[config.mk]
export PLATFORM = sky130hd
export DESIGN_NAME = hex_to_base64_encoder_flat
export DESIGN_NICKNAME = d
export VERILOG_FILES = /design/src/rtl/hb64_pkg.sv /design/src/rtl/hb64_if.sv /design/src/rtl/hb64_encode.sv /design/src/rtl/hb64_queue.sv /design/src/rtl/hex_to_base64_encoder.sv /design/src/flat_wrapper.sv
export SDC_FILE = /design/constraint.sdc
export NUM_CORES = 1
export LEC_CHECK = 0
export BUFFER_PORTS_ARGS = -buffer_cell sky130_fd_sc_hd__buf_2
export CAP_MARGIN = 20
export CORE_MARGIN = 3
export CORE_UTILIZATION = 55
export DETAILED_ROUTE_END_ITERATION = 16
export PLACE_DENSITY = 0.69
export SYNTH_ARGS = -nofsm -noshare
export SYNTH_HDL_FRONTEND = slang
export SYNTH_SLANG_ARGS = --single-unit
[constraint.sdc]
create_clock -name clk -period 7.4 [get_ports clk]
set_clock_uncertainty 0.1 [all_clocks]
set_input_delay 0.37 -clock clk [delete_from_list [all_inputs] [get_ports clk]]
set_output_delay 0.37 -clock clk [all_outputs]
set_load 0.01 [all_outputs]
[src/rtl/hb64_pkg.sv]
package hb64_pkg;

  localparam int unsigned QDEPTH = 8;
  localparam int unsigned QAW    = $clog2(QDEPTH);
  localparam int unsigned MAXRES = 4;

  localparam logic [7:0] PAD_CHAR = 8'h3d;
  localparam logic [7:0] CASE_BIT = 8'h20;

  typedef enum logic [1:0] {
    ST_OK  = 2'd0,
    ST_BAD = 2'd1,
    ST_ODD = 2'd2
  } status_t;

  typedef struct packed {
    logic       has_char;
    logic [7:0] b64_char;
    logic       end_of_run;
    status_t    status;
  } result_t;

  typedef struct packed {
    result_t [MAXRES-1:0] res;
    logic    [2:0]        cnt;
  } grp_t;

  function automatic logic [7:0] b64_char_of(input logic [5:0] idx);
    logic [7:0] x;
    x = {2'b00, idx};
    if (idx < 6'd26) begin
      return 8'h41 + x;
    end else if (idx < 6'd52) begin
      return 8'h61 + x - 8'd26;
    end else if (idx < 6'd62) begin
      return 8'h30 + x - 8'd52;
    end else if (idx == 6'd62) begin
      return 8'h2b;
    end else begin
      return 8'h2f;
    end
  endfunction

  // {valid, nibble}
  function automatic logic [4:0] nib_of(input logic [7:0] c);
    logic [7:0] lc;
    lc = c | CASE_BIT;
    if (c >= 8'h30 && c <= 8'h39) begin
      return {1'b1, c[3:0]};
    end else if (lc >= 8'h61 && lc <= 8'h66) begin
      return {1'b1, lc[3:0] + 4'd9};
    end else begin
      return 5'd0;
    end
  endfunction

endpackage

[src/rtl/hb64_if.sv]
interface hb64_in_if;
  logic       valid;
  logic       ready;
  logic [7:0] hex_char;
  logic       is_last;

  modport source (output valid, output hex_char, output is_last, input ready);
  modport sink (input valid, input hex_char, input is_last, output ready);
endinterface

interface hb64_out_if;
  logic       valid;
  logic       ready;
  logic       has_char;
  logic [7:0] b64_char;
  logic       end_of_run;
  logic [1:0] status;

  modport source (output valid, output has_char, output b64_char, output end_of_run,
                  output status, input ready);
  modport sink (input valid, input has_char, input b64_char, input end_of_run,
                input status, output ready);
endinterface

[src/rtl/hb64_encode.sv]
module hb64_encode
  import hb64_pkg::*;
(
  input  logic         clk,
  input  logic         rst_n,
  hb64_in_if.sink      in_chan,
  output logic         grp_valid,
  output grp_t         grp,
  input  logic         grp_ready
);

  typedef enum logic [1:0] {
    PH_START = 2'd0,
    PH_HELD  = 2'd1,
    PH_DATA  = 2'd2
  } phase_t;

  phase_t     phase_r, phase_nxt;
  logic [7:0] held_r, held_nxt;
  logic [7:0] pbits_r, pbits_nxt;
  logic [1:0] pcnt_r, pcnt_nxt;
  logic       par_r, par_nxt;
  logic       bad_r, bad_nxt;
  logic       grp_valid_r;
  grp_t       grp_r, grp_nxt;
  logic       in_xfer;

  assign in_chan.ready = !grp_valid_r || grp_ready;
  assign in_xfer       = in_chan.valid && in_chan.ready;
  assign grp_valid     = grp_valid_r;
  assign grp           = grp_r;

  always_comb begin
    logic [7:0]  c;
    logic        last;
    logic [7:0]  dch [2];
    logic [1:0]  ndata;
    logic [4:0]  nv;
    logic [11:0] w;
    logic [2:0]  n;
    status_t     st;

    c         = in_chan.hex_char;
    last      = in_chan.is_last;
    dch[0]    = c;
    dch[1]    = c;
    ndata     = 2'd0;
    phase_nxt = PH_DATA;
    held_nxt  = held_r;
    pbits_nxt = pbits_r;
    pcnt_nxt  = pcnt_r;
    par_nxt   = par_r;
    bad_nxt   = bad_r;
    n         = 3'd0;
    st        = ST_OK;
    w         = 12'd0;
    nv        = 5'd0;
    for (int k = 0; k < MAXRES; k++) begin
      grp_nxt.res[k] = '{has_char: 1'b0, b64_char: 8'd0, end_of_run: 1'b0, status: ST_OK};
    end

    unique case (phase_r)
      PH_START: begin
        if (c == 8'h30 && !last) begin
          held_nxt  = c;
          phase_nxt = PH_HELD;
        end else begin
          ndata = 2'd1;
        end
      end
      PH_HELD: begin
        if (c != 8'h78 && c != 8'h58) begin
          dch[0] = held_r;
          ndata  = 2'd2;
        end
      end
      default: begin
        ndata = 2'd1;
      end
    endcase

    for (int k = 0; k < 2; k++) begin
      if (2'(k) < ndata) begin
        nv      = nib_of(dch[k]);
        par_nxt = !par_nxt;
        if (!nv[4]) begin
          bad_nxt = 1'b1;
        end
        if (!bad_nxt) begin
          if (pcnt_nxt < 2'd2) begin
            pbits_nxt = {pbits_nxt[3:0], nv[3:0]};
            pcnt_nxt  = pcnt_nxt + 2'd1;
          end else begin
            w = {pbits_nxt, nv[3:0]};
            grp_nxt.res[n[1:0]].has_char         = 1'b1;
            grp_nxt.res[n[1:0]].b64_char         = b64_char_of(w[11:6]);
            grp_nxt.res[n[1:0] + 2'd1].has_char  = 1'b1;
            grp_nxt.res[n[1:0] + 2'd1].b64_char  = b64_char_of(w[5:0]);
            n         = n + 3'd2;
            pbits_nxt = 8'd0;
            pcnt_nxt  = 2'd0;
          end
        end
      end
    end

    if (last) begin
      if (bad_nxt || par_nxt) begin
        n = 3'd0;
        grp_nxt.res[0].has_char = 1'b0;
        grp_nxt.res[0].b64_char = 8'd0;
        st = bad_nxt ? ST_BAD : ST_ODD;
      end else if (pcnt_nxt == 2'd2) begin
        grp_nxt.res[n[1:0]].has_char         = 1'b1;
        grp_nxt.res[n[1:0]].b64_char         = b64_char_of(pbits_nxt[7:2]);
        grp_nxt.res[n[1:0] + 2'd1].has_char  = 1'b1;
        grp_nxt.res[n[1:0] + 2'd1].b64_char  = b64_char_of({pbits_nxt[1:0], 4'd0});
        grp_nxt.res[n[1:0] + 2'd2].has_char  = 1'b1;
        grp_nxt.res[n[1:0] + 2'd2].b64_char  = PAD_CHAR;
        grp_nxt.res[n[1:0] + 2'd3].has_char  = 1'b1;
        grp_nxt.res[n[1:0] + 2'd3].b64_char  = PAD_CHAR;
        n = n + 3'd4;
      end else if (pcnt_nxt == 2'd1) begin
        grp_nxt.res[n[1:0]].has_char         = 1'b1;
        grp_nxt.res[n[1:0]].b64_char         = b64_char_of({pbits_nxt[3:0], 2'd0});
        grp_nxt.res[n[1:0] + 2'd1].has_char  = 1'b1;
        grp_nxt.res[n[1:0] + 2'd1].b64_char  = PAD_CHAR;
        n = n + 3'd2;
      end
      if (n == 3'd0) begin
        n = 3'd1;
      end
      grp_nxt.res[n[1:0] - 2'd1].end_of_run = 1'b1;
      grp_nxt.res[n[1:0] - 2'd1].status     = st;
      phase_nxt = PH_START;
      held_nxt  = 8'd0;
      pbits_nxt = 8'd0;
      pcnt_nxt  = 2'd0;
      par_nxt   = 1'b0;
      bad_nxt   = 1'b0;
    end
    grp_nxt.cnt = n;
  end

  always_ff @(posedge clk) begin
    if (!rst_n) begin
      phase_r     <= PH_START;
      held_r      <= 8'd0;
      pbits_r     <= 8'd0;
      pcnt_r      <= 2'd0;
      par_r       <= 1'b0;
      bad_r       <= 1'b0;
      grp_valid_r <= 1'b0;
    end else begin
      if (in_xfer) begin
        phase_r     <= phase_nxt;
        held_r      <= held_nxt;
        pbits_r     <= pbits_nxt;
        pcnt_r      <= pcnt_nxt;
        par_r       <= par_nxt;
        bad_r       <= bad_nxt;
        grp_valid_r <= (grp_nxt.cnt != 3'd0);
        grp_r       <= grp_nxt;
      end else if (grp_ready) begin
        grp_valid_r <= 1'b0;
      end
    end
  end

endmodule

[src/rtl/hb64_queue.sv]
module hb64_queue
  import hb64_pkg::*;
(
  input  logic          clk,
  input  logic          rst_n,
  input  logic          grp_valid,
  input  grp_t          grp,
  output logic          grp_ready,
  hb64_out_if.source    out_chan
);

  result_t          mem [QDEPTH];
  logic [QAW-1:0]   wr_r, rd_r;
  logic [QAW:0]     count_r, count_nxt;
  logic [QAW:0]     free_slots;
  logic             push, pop;
  result_t          head;

  assign free_slots = (QAW+1)'(QDEPTH) - count_r;
  assign grp_ready  = free_slots >= (QAW+1)'(grp.cnt);
  assign push       = grp_valid && grp_ready;
  assign pop        = out_chan.valid && out_chan.ready;

  assign head                = mem[rd_r];
  assign out_chan.valid      = count_r != '0;
  assign out_chan.has_char   = head.has_char;
  assign out_chan.b64_char   = head.b64_char;
  assign out_chan.end_of_run = head.end_of_run;
  assign out_chan.status     = head.status;

  always_comb begin
    count_nxt = count_r;
    if (push) begin
      count_nxt = count_nxt + (QAW+1)'(grp.cnt);
    end
    if (pop) begin
      count_nxt = count_nxt - (QAW+1)'(1);
    end
  end

  always_ff @(posedge clk) begin
    if (push) begin
      for (int k = 0; k < MAXRES; k++) begin
        if (3'(k) < grp.cnt) begin
          mem[wr_r + QAW'(k)] <= grp.res[k];
        end
      end
    end
  end

  always_ff @(posedge clk) begin
    if (!rst_n) begin
      wr_r    <= '0;
      rd_r    <= '0;
      count_r <= '0;
    end else begin
      if (push) begin
        wr_r <= wr_r + QAW'(grp.cnt);
      end
      if (pop) begin
        rd_r <= rd_r + QAW'(1);
      end
      count_r <= count_nxt;
    end
  end

endmodule

[src/rtl/hex_to_base64_encoder.sv]
// Streaming hex to base64 encoder. One ASCII hex character can be taken in
// every cycle; a transfer's results (zero to four base64 characters or
// status-only items) are computed in one pass, registered in the encoder's
// group register and then written to the queue. While the consumer is ready,
// results drain one per cycle through an eight-entry result queue, so the
// input only stalls when the queue has no room for the pending group, e.g.
// during the flush burst of a final item or when the consumer holds off
// ready. Status rides on the item with end_of_run set; characters sent
// before a bad or odd-length status should be discarded by the consumer.
module hex_to_base64_encoder
  import hb64_pkg::*;
(
  input  logic       clk,
  input  logic       rst_n,
  hb64_in_if.sink    in_chan,
  hb64_out_if.source out_chan
);

  logic grp_valid;
  logic grp_ready;
  grp_t grp;

  hb64_encode u_encode (
    .clk       (clk),
    .rst_n     (rst_n),
    .in_chan   (in_chan),
    .grp_valid (grp_valid),
    .grp       (grp),
    .grp_ready (grp_ready)
  );

  hb64_queue u_queue (
    .clk       (clk),
    .rst_n     (rst_n),
    .grp_valid (grp_valid),
    .grp       (grp),
    .grp_ready (grp_ready),
    .out_chan  (out_chan)
  );

endmodule

[src/flat_wrapper.sv]
// flat-port wrapper written by rule: the top's interface ports become plain ports
module hex_to_base64_encoder_flat import hb64_pkg::*;
  (clk, rst_n, in_chan_valid, in_chan_hex_char, in_chan_is_last, in_chan_ready, out_chan_valid, out_chan_has_char, out_chan_b64_char, out_chan_end_of_run, out_chan_status, out_chan_ready);
  hb64_in_if in_chan_i ();
  hb64_out_if out_chan_i ();
  input  logic clk;
  input  logic rst_n;
  input wire logic [$bits(in_chan_i.valid)-1:0] in_chan_valid;
  input wire logic [$bits(in_chan_i.hex_char)-1:0] in_chan_hex_char;
  input wire logic [$bits(in_chan_i.is_last)-1:0] in_chan_is_last;
  output wire logic [$bits(in_chan_i.ready)-1:0] in_chan_ready;
  output wire logic [$bits(out_chan_i.valid)-1:0] out_chan_valid;
  output wire logic [$bits(out_chan_i.has_char)-1:0] out_chan_has_char;
  output wire logic [$bits(out_chan_i.b64_char)-1:0] out_chan_b64_char;
  output wire logic [$bits(out_chan_i.end_of_run)-1:0] out_chan_end_of_run;
  output wire logic [$bits(out_chan_i.status)-1:0] out_chan_status;
  input wire logic [$bits(out_chan_i.ready)-1:0] out_chan_ready;
  assign in_chan_i.valid = in_chan_valid;
  assign in_chan_i.hex_char = in_chan_hex_char;
  assign in_chan_i.is_last = in_chan_is_last;
  assign in_chan_ready = in_chan_i.ready;
  assign out_chan_valid = out_chan_i.valid;
  assign out_chan_has_char = out_chan_i.has_char;
  assign out_chan_b64_char = out_chan_i.b64_char;
  assign out_chan_end_of_run = out_chan_i.end_of_run;
  assign out_chan_status = out_chan_i.status;
  assign out_chan_i.ready = out_chan_ready;
  hex_to_base64_encoder u_core (.clk(clk), .rst_n(rst_n), .in_chan(in_chan_i), .out_chan(out_chan_i));
endmodule
==> results_dict.tcl <==
set metrics [dict create \
    status "finished, final reports clean" \
    ys_seq_area_share_pct 38.18 \
    relSlewSlack_pct 25.51 \
    synthArstFlopShare_pct 0 \
    crit_type "flop to flop" \
    drive_gt1_share_pct 11.26 \
    root_buffer "clkbuf_16" \
    max_clock_freq_ghz 0.1508 \
    synth_flop_cell "edfxtp_1" \
    grt_pass1_wl_mm 62.93 \
    power_w 0.002848 \
    yosysTopAreaCell "edfxtp_1" \
    critPathRequiredTime_ns 7.46 \
    antenna_found_initial 0 \
    start_kind "flop" \
    syn_inst 1451 \
    crit_chain "nor2b_1 -> o21ai_1 -> mux2i_1 -> inv_1 -> ha_1 -> nor3b_1 -> nor4b_1 -> o22ai_1 -> nor3_2 -> nor2_1 -> a22oi_1 -> nor3_1 -> or2_1 -> inv_2 -> ha_1 -> a211oi_1 -> a21o_1 -> nor2_1 -> a21oi_1 -> mux2i_1 -> a211oi_1 -> o22ai_1" \
    crit_path_start "u_core.u_encode.phase_r[0]" \
    synth_edf_count 146 \
    max_stage_delay_ns 0.81 \
    end_kind "flop" \
    holdBufCountCts 0 \
    grt_pass1_vias 11365 \
    rsz0062_at_grt "false" \
    tns_ns 0 \
    cp_max_fo 13 \
    setup_slack_ns 0.7701 \
    yosysTopAreaCellShare_pct 32.79 \
    dr.pass1.iters 6 \
    worst_pin_slew_ns 1.109 \
    die_w_um 161.9 \
    avgSynthCellArea_sq_um 9.215 \
    wl_per_cell_um 22.59 \
    area_growth_syn_to_layout_pct 6.962 \
    synth.ff_latch_count 182 \
    dpl_cell_area_sq_um 13700 \
    syn-cell-area_sq_um 13370 \
    cts_htree_levels 4 \
    place_congestion 0.9899 \
    insertion_delay_ns 0.43 \
    worst_ir_drop_vdd_uv 148.4 \
    pin_count 27 \
    cts_max_path_buffers 2 \
    synth_cell_types 87 \
    ys_warn_count 0 \
    io_buffers 26 \
    vias 11642 \
    fp-row-count 56 \
    power.leakage_nw 4.821 \
    routed_wl_mm 39.52 \
    post_cts_buffers 0 \
    crit-reg2reg-launch "u_core.u_encode.phase_r[0]" \
    ant_nets 0 \
    post_cts_resized 0 \
    finalCriticalPeriod_ns 6.630 \
    hold_viol_final 0 \
    n_fill_cell 2121 \
    synthTopCellsByArea "edfxtp_1 33%, mux2i_1 8.1%, dfxtp_1 5.4%" \
    holdCritStartpoint "in_chan_valid" \
    placeableCoreArea_sq_um 23680 \
    cts_tree "yes" \
    fin_nets 1479 \
    drt_iter0_markers 1303 \
    power.density_nw_per_um2 199.1 \
    initial_core_util_pct 56.46 \
    drv_slew 0 \
    grt_max_degree 51 \
    gr-total-overflow 0 \
    numCtsBuffers 17 \
    pre_cts_ws_ns 0.8114 \
    cap_violations 0 \
    dpl.hpwl_mm 29.95 \
    cts.sinks 182 \
    antenna_cells 0 \
    dieArea_sq_um 26220 \
    grt_usage_pct 30.20 \
    finalCritPeriodShare_pct 89.59 \
    die_h_um 161.9 \
    final_area_sq_um 14300 \
    crit_arrival_ns 6.69 \
    setup_viol 0 \
    drc 0 \
    critical_path.slowest_cell "nor2_1" \
    min-delay-path-class "input port to flop" \
    cts.clk_slew.worst_paths_ns 0.08 \
    viasPerCell 6.656 \
]
[through the flow]
stage,util (%),cells,hold WS (ns)
floorplan,-,1458,0.3324
global placement,57.85,1716,0.3610
detailed placement,57.85,1716,0.3696
CTS,60.36,1748,0.09437
global route,60.39,1749,0.1042
finish,60.39,1749,0.1027
[cell usage after synthesis (all sizes together), types with 5 or more instances]
master	count
nand4	6
o221ai	12
a21o	13
a221oi	8
clkbuf	70
xor2	6
or3	16
inv	60
and3	9
o21ai	123
edfxtp	146
a21boi	5
mux4	24
nand3	27
and2	9
nor2	145
nor3	37
o31ai	7
mux2	16
o211ai	13
dfxtp	36
o211a	5
mux2i	108
or2	12
buf	43
a22oi	79
xnor2	21
a211oi	13
nand2b	9
ha	47
o22ai	35
a21oi	104
nand2	95
a31oi	15
nor2b	6
[state kept, by name (all words and copies together) (netlist names), named ones only]
signal and cells:
u_core.u_encode.par_r 1, u_core.u_encode.bad_r 1, u_core.u_encode.pcnt_r 2, u_core.u_encode.phase_r 2, u_core.u_queue.wr_r 3, u_core.u_queue.mem 96, u_core.u_encode.grp 50, u_core.u_encode.pbits_r 8
u_core.u_encode.grp_valid 1, u_core.u_queue.rd_r 3, u_core.u_queue.count_r 4, u_core.u_encode.held_r 8
[power breakdown]
| part | switching (W) | internal, W | leakage, nW | total (W) |
|---|---|---|---|---|
| clock network | 0.000434 | 0.000481 | 0.284 | 0.000914 |
| registers | 0.0000794 | 0.00120 | 1.64 | 0.00128 |
| logic | 0.000374 | 0.000277 | 2.89 | 0.000650 |
| total | 0.000887 | 0.00196 | 4.82 | 0.00285 |
[critical path: cells and delay by family, from the launching register on]
| kind | cells | cell delay [ns] |
|---|---|---|
| muxes | 2 | 0.51 |
| DFF | 1 | 0.42 |
| and+or+nand+nor | 8 | 2.33 |
| AOI/OAI and AO/OA | 8 | 2.26 |
| adders and majority gates | 2 | 0.50 |
| buffers and inverters | 2 | 0.21 |
[final cells by class]
cell class | instances | area (sq um) | share of cell area (%)
well taps | 319 | 399.1 | 2.791
multi-input cells | 1103 | 7642 | 53.43
inverters | 60 | 227.7 | 1.592
clock buffers | 17 | 425.4 | 2.974
flip-flops and latches | 182 | 5105 | 35.69
repair buffers | 53 | 332.8 | 2.327
clock inverters | 15 | 170.2 | 1.190
[cells in the final DEF, fill, tap and decap left out, types with 9 or more instances in the layout]
cell type and instances:
edfxtp_1 146, nor2_1 144, o21ai_0 114, mux2i_1 108, a21oi_1 102, nand2_1 94, a22oi_1 77, inv_1 51
ha_1 47, dfxtp_1 36, o22ai_1 35, nor3_1 34, nand3_1 27, buf_2 26, buf_4 26, mux4_2 24
xnor2_1 21, clkbuf_16 17, or3_1 16, mux2_2 16, a31oi_1 15, a21o_1 13, a211oi_1 12, o211ai_1 12
o221ai_1 12, or2_2 10, nand2b_1 9, o21ai_1 9, and2_1 9, and3_1 9
[layer usage]
layer | routed length (um) | vias up | part of all wire (%) | global-route usage [%]
met1 | 16050 | 5504 | 41 | 38.51
met2 | 19170 | 586 | 49 | 50.90
met3 | 2641 | 120 | 6.7 | 4.310
met4 | 1661 | 0 | 4.2 | 14.23
li1 | - | 5432 | - | -
met5 | 0 | - | 0 | 0
[cells by family (layout without fill, tap and decap cells)]
group | Yosys count | in the layout | synth area share, %
adders and majority gates | 49 | 49 | 4.697
AOI/OAI and AO/OA | 479 | 479 | 23.22
xor gates and xnor gates | 27 | 27 | 1.769
and+or+nand+nor | 392 | 392 | 13.64
buffers and inverters | 173 | 145 | 4.997
DFF | 182 | 182 | 38.18
muxes | 148 | 148 | 13.47
other | 1 | 8 | 0.02804
[worst paths after layout]
kind | endpoint | slack [ns] | cells after the start
worst max register to register | u_core.u_encode.grp[8] | 0.77 | 22
worst max-delay path | u_core.u_encode.grp[8] | 0.77 | 22
worst min register to register | u_core.u_encode.held_r[5] | 0.40 | 2
worst min-delay path | u_core.u_encode.grp_valid | 0.10 | 3
Note: power is estimated with default switching activity, not from simulation.
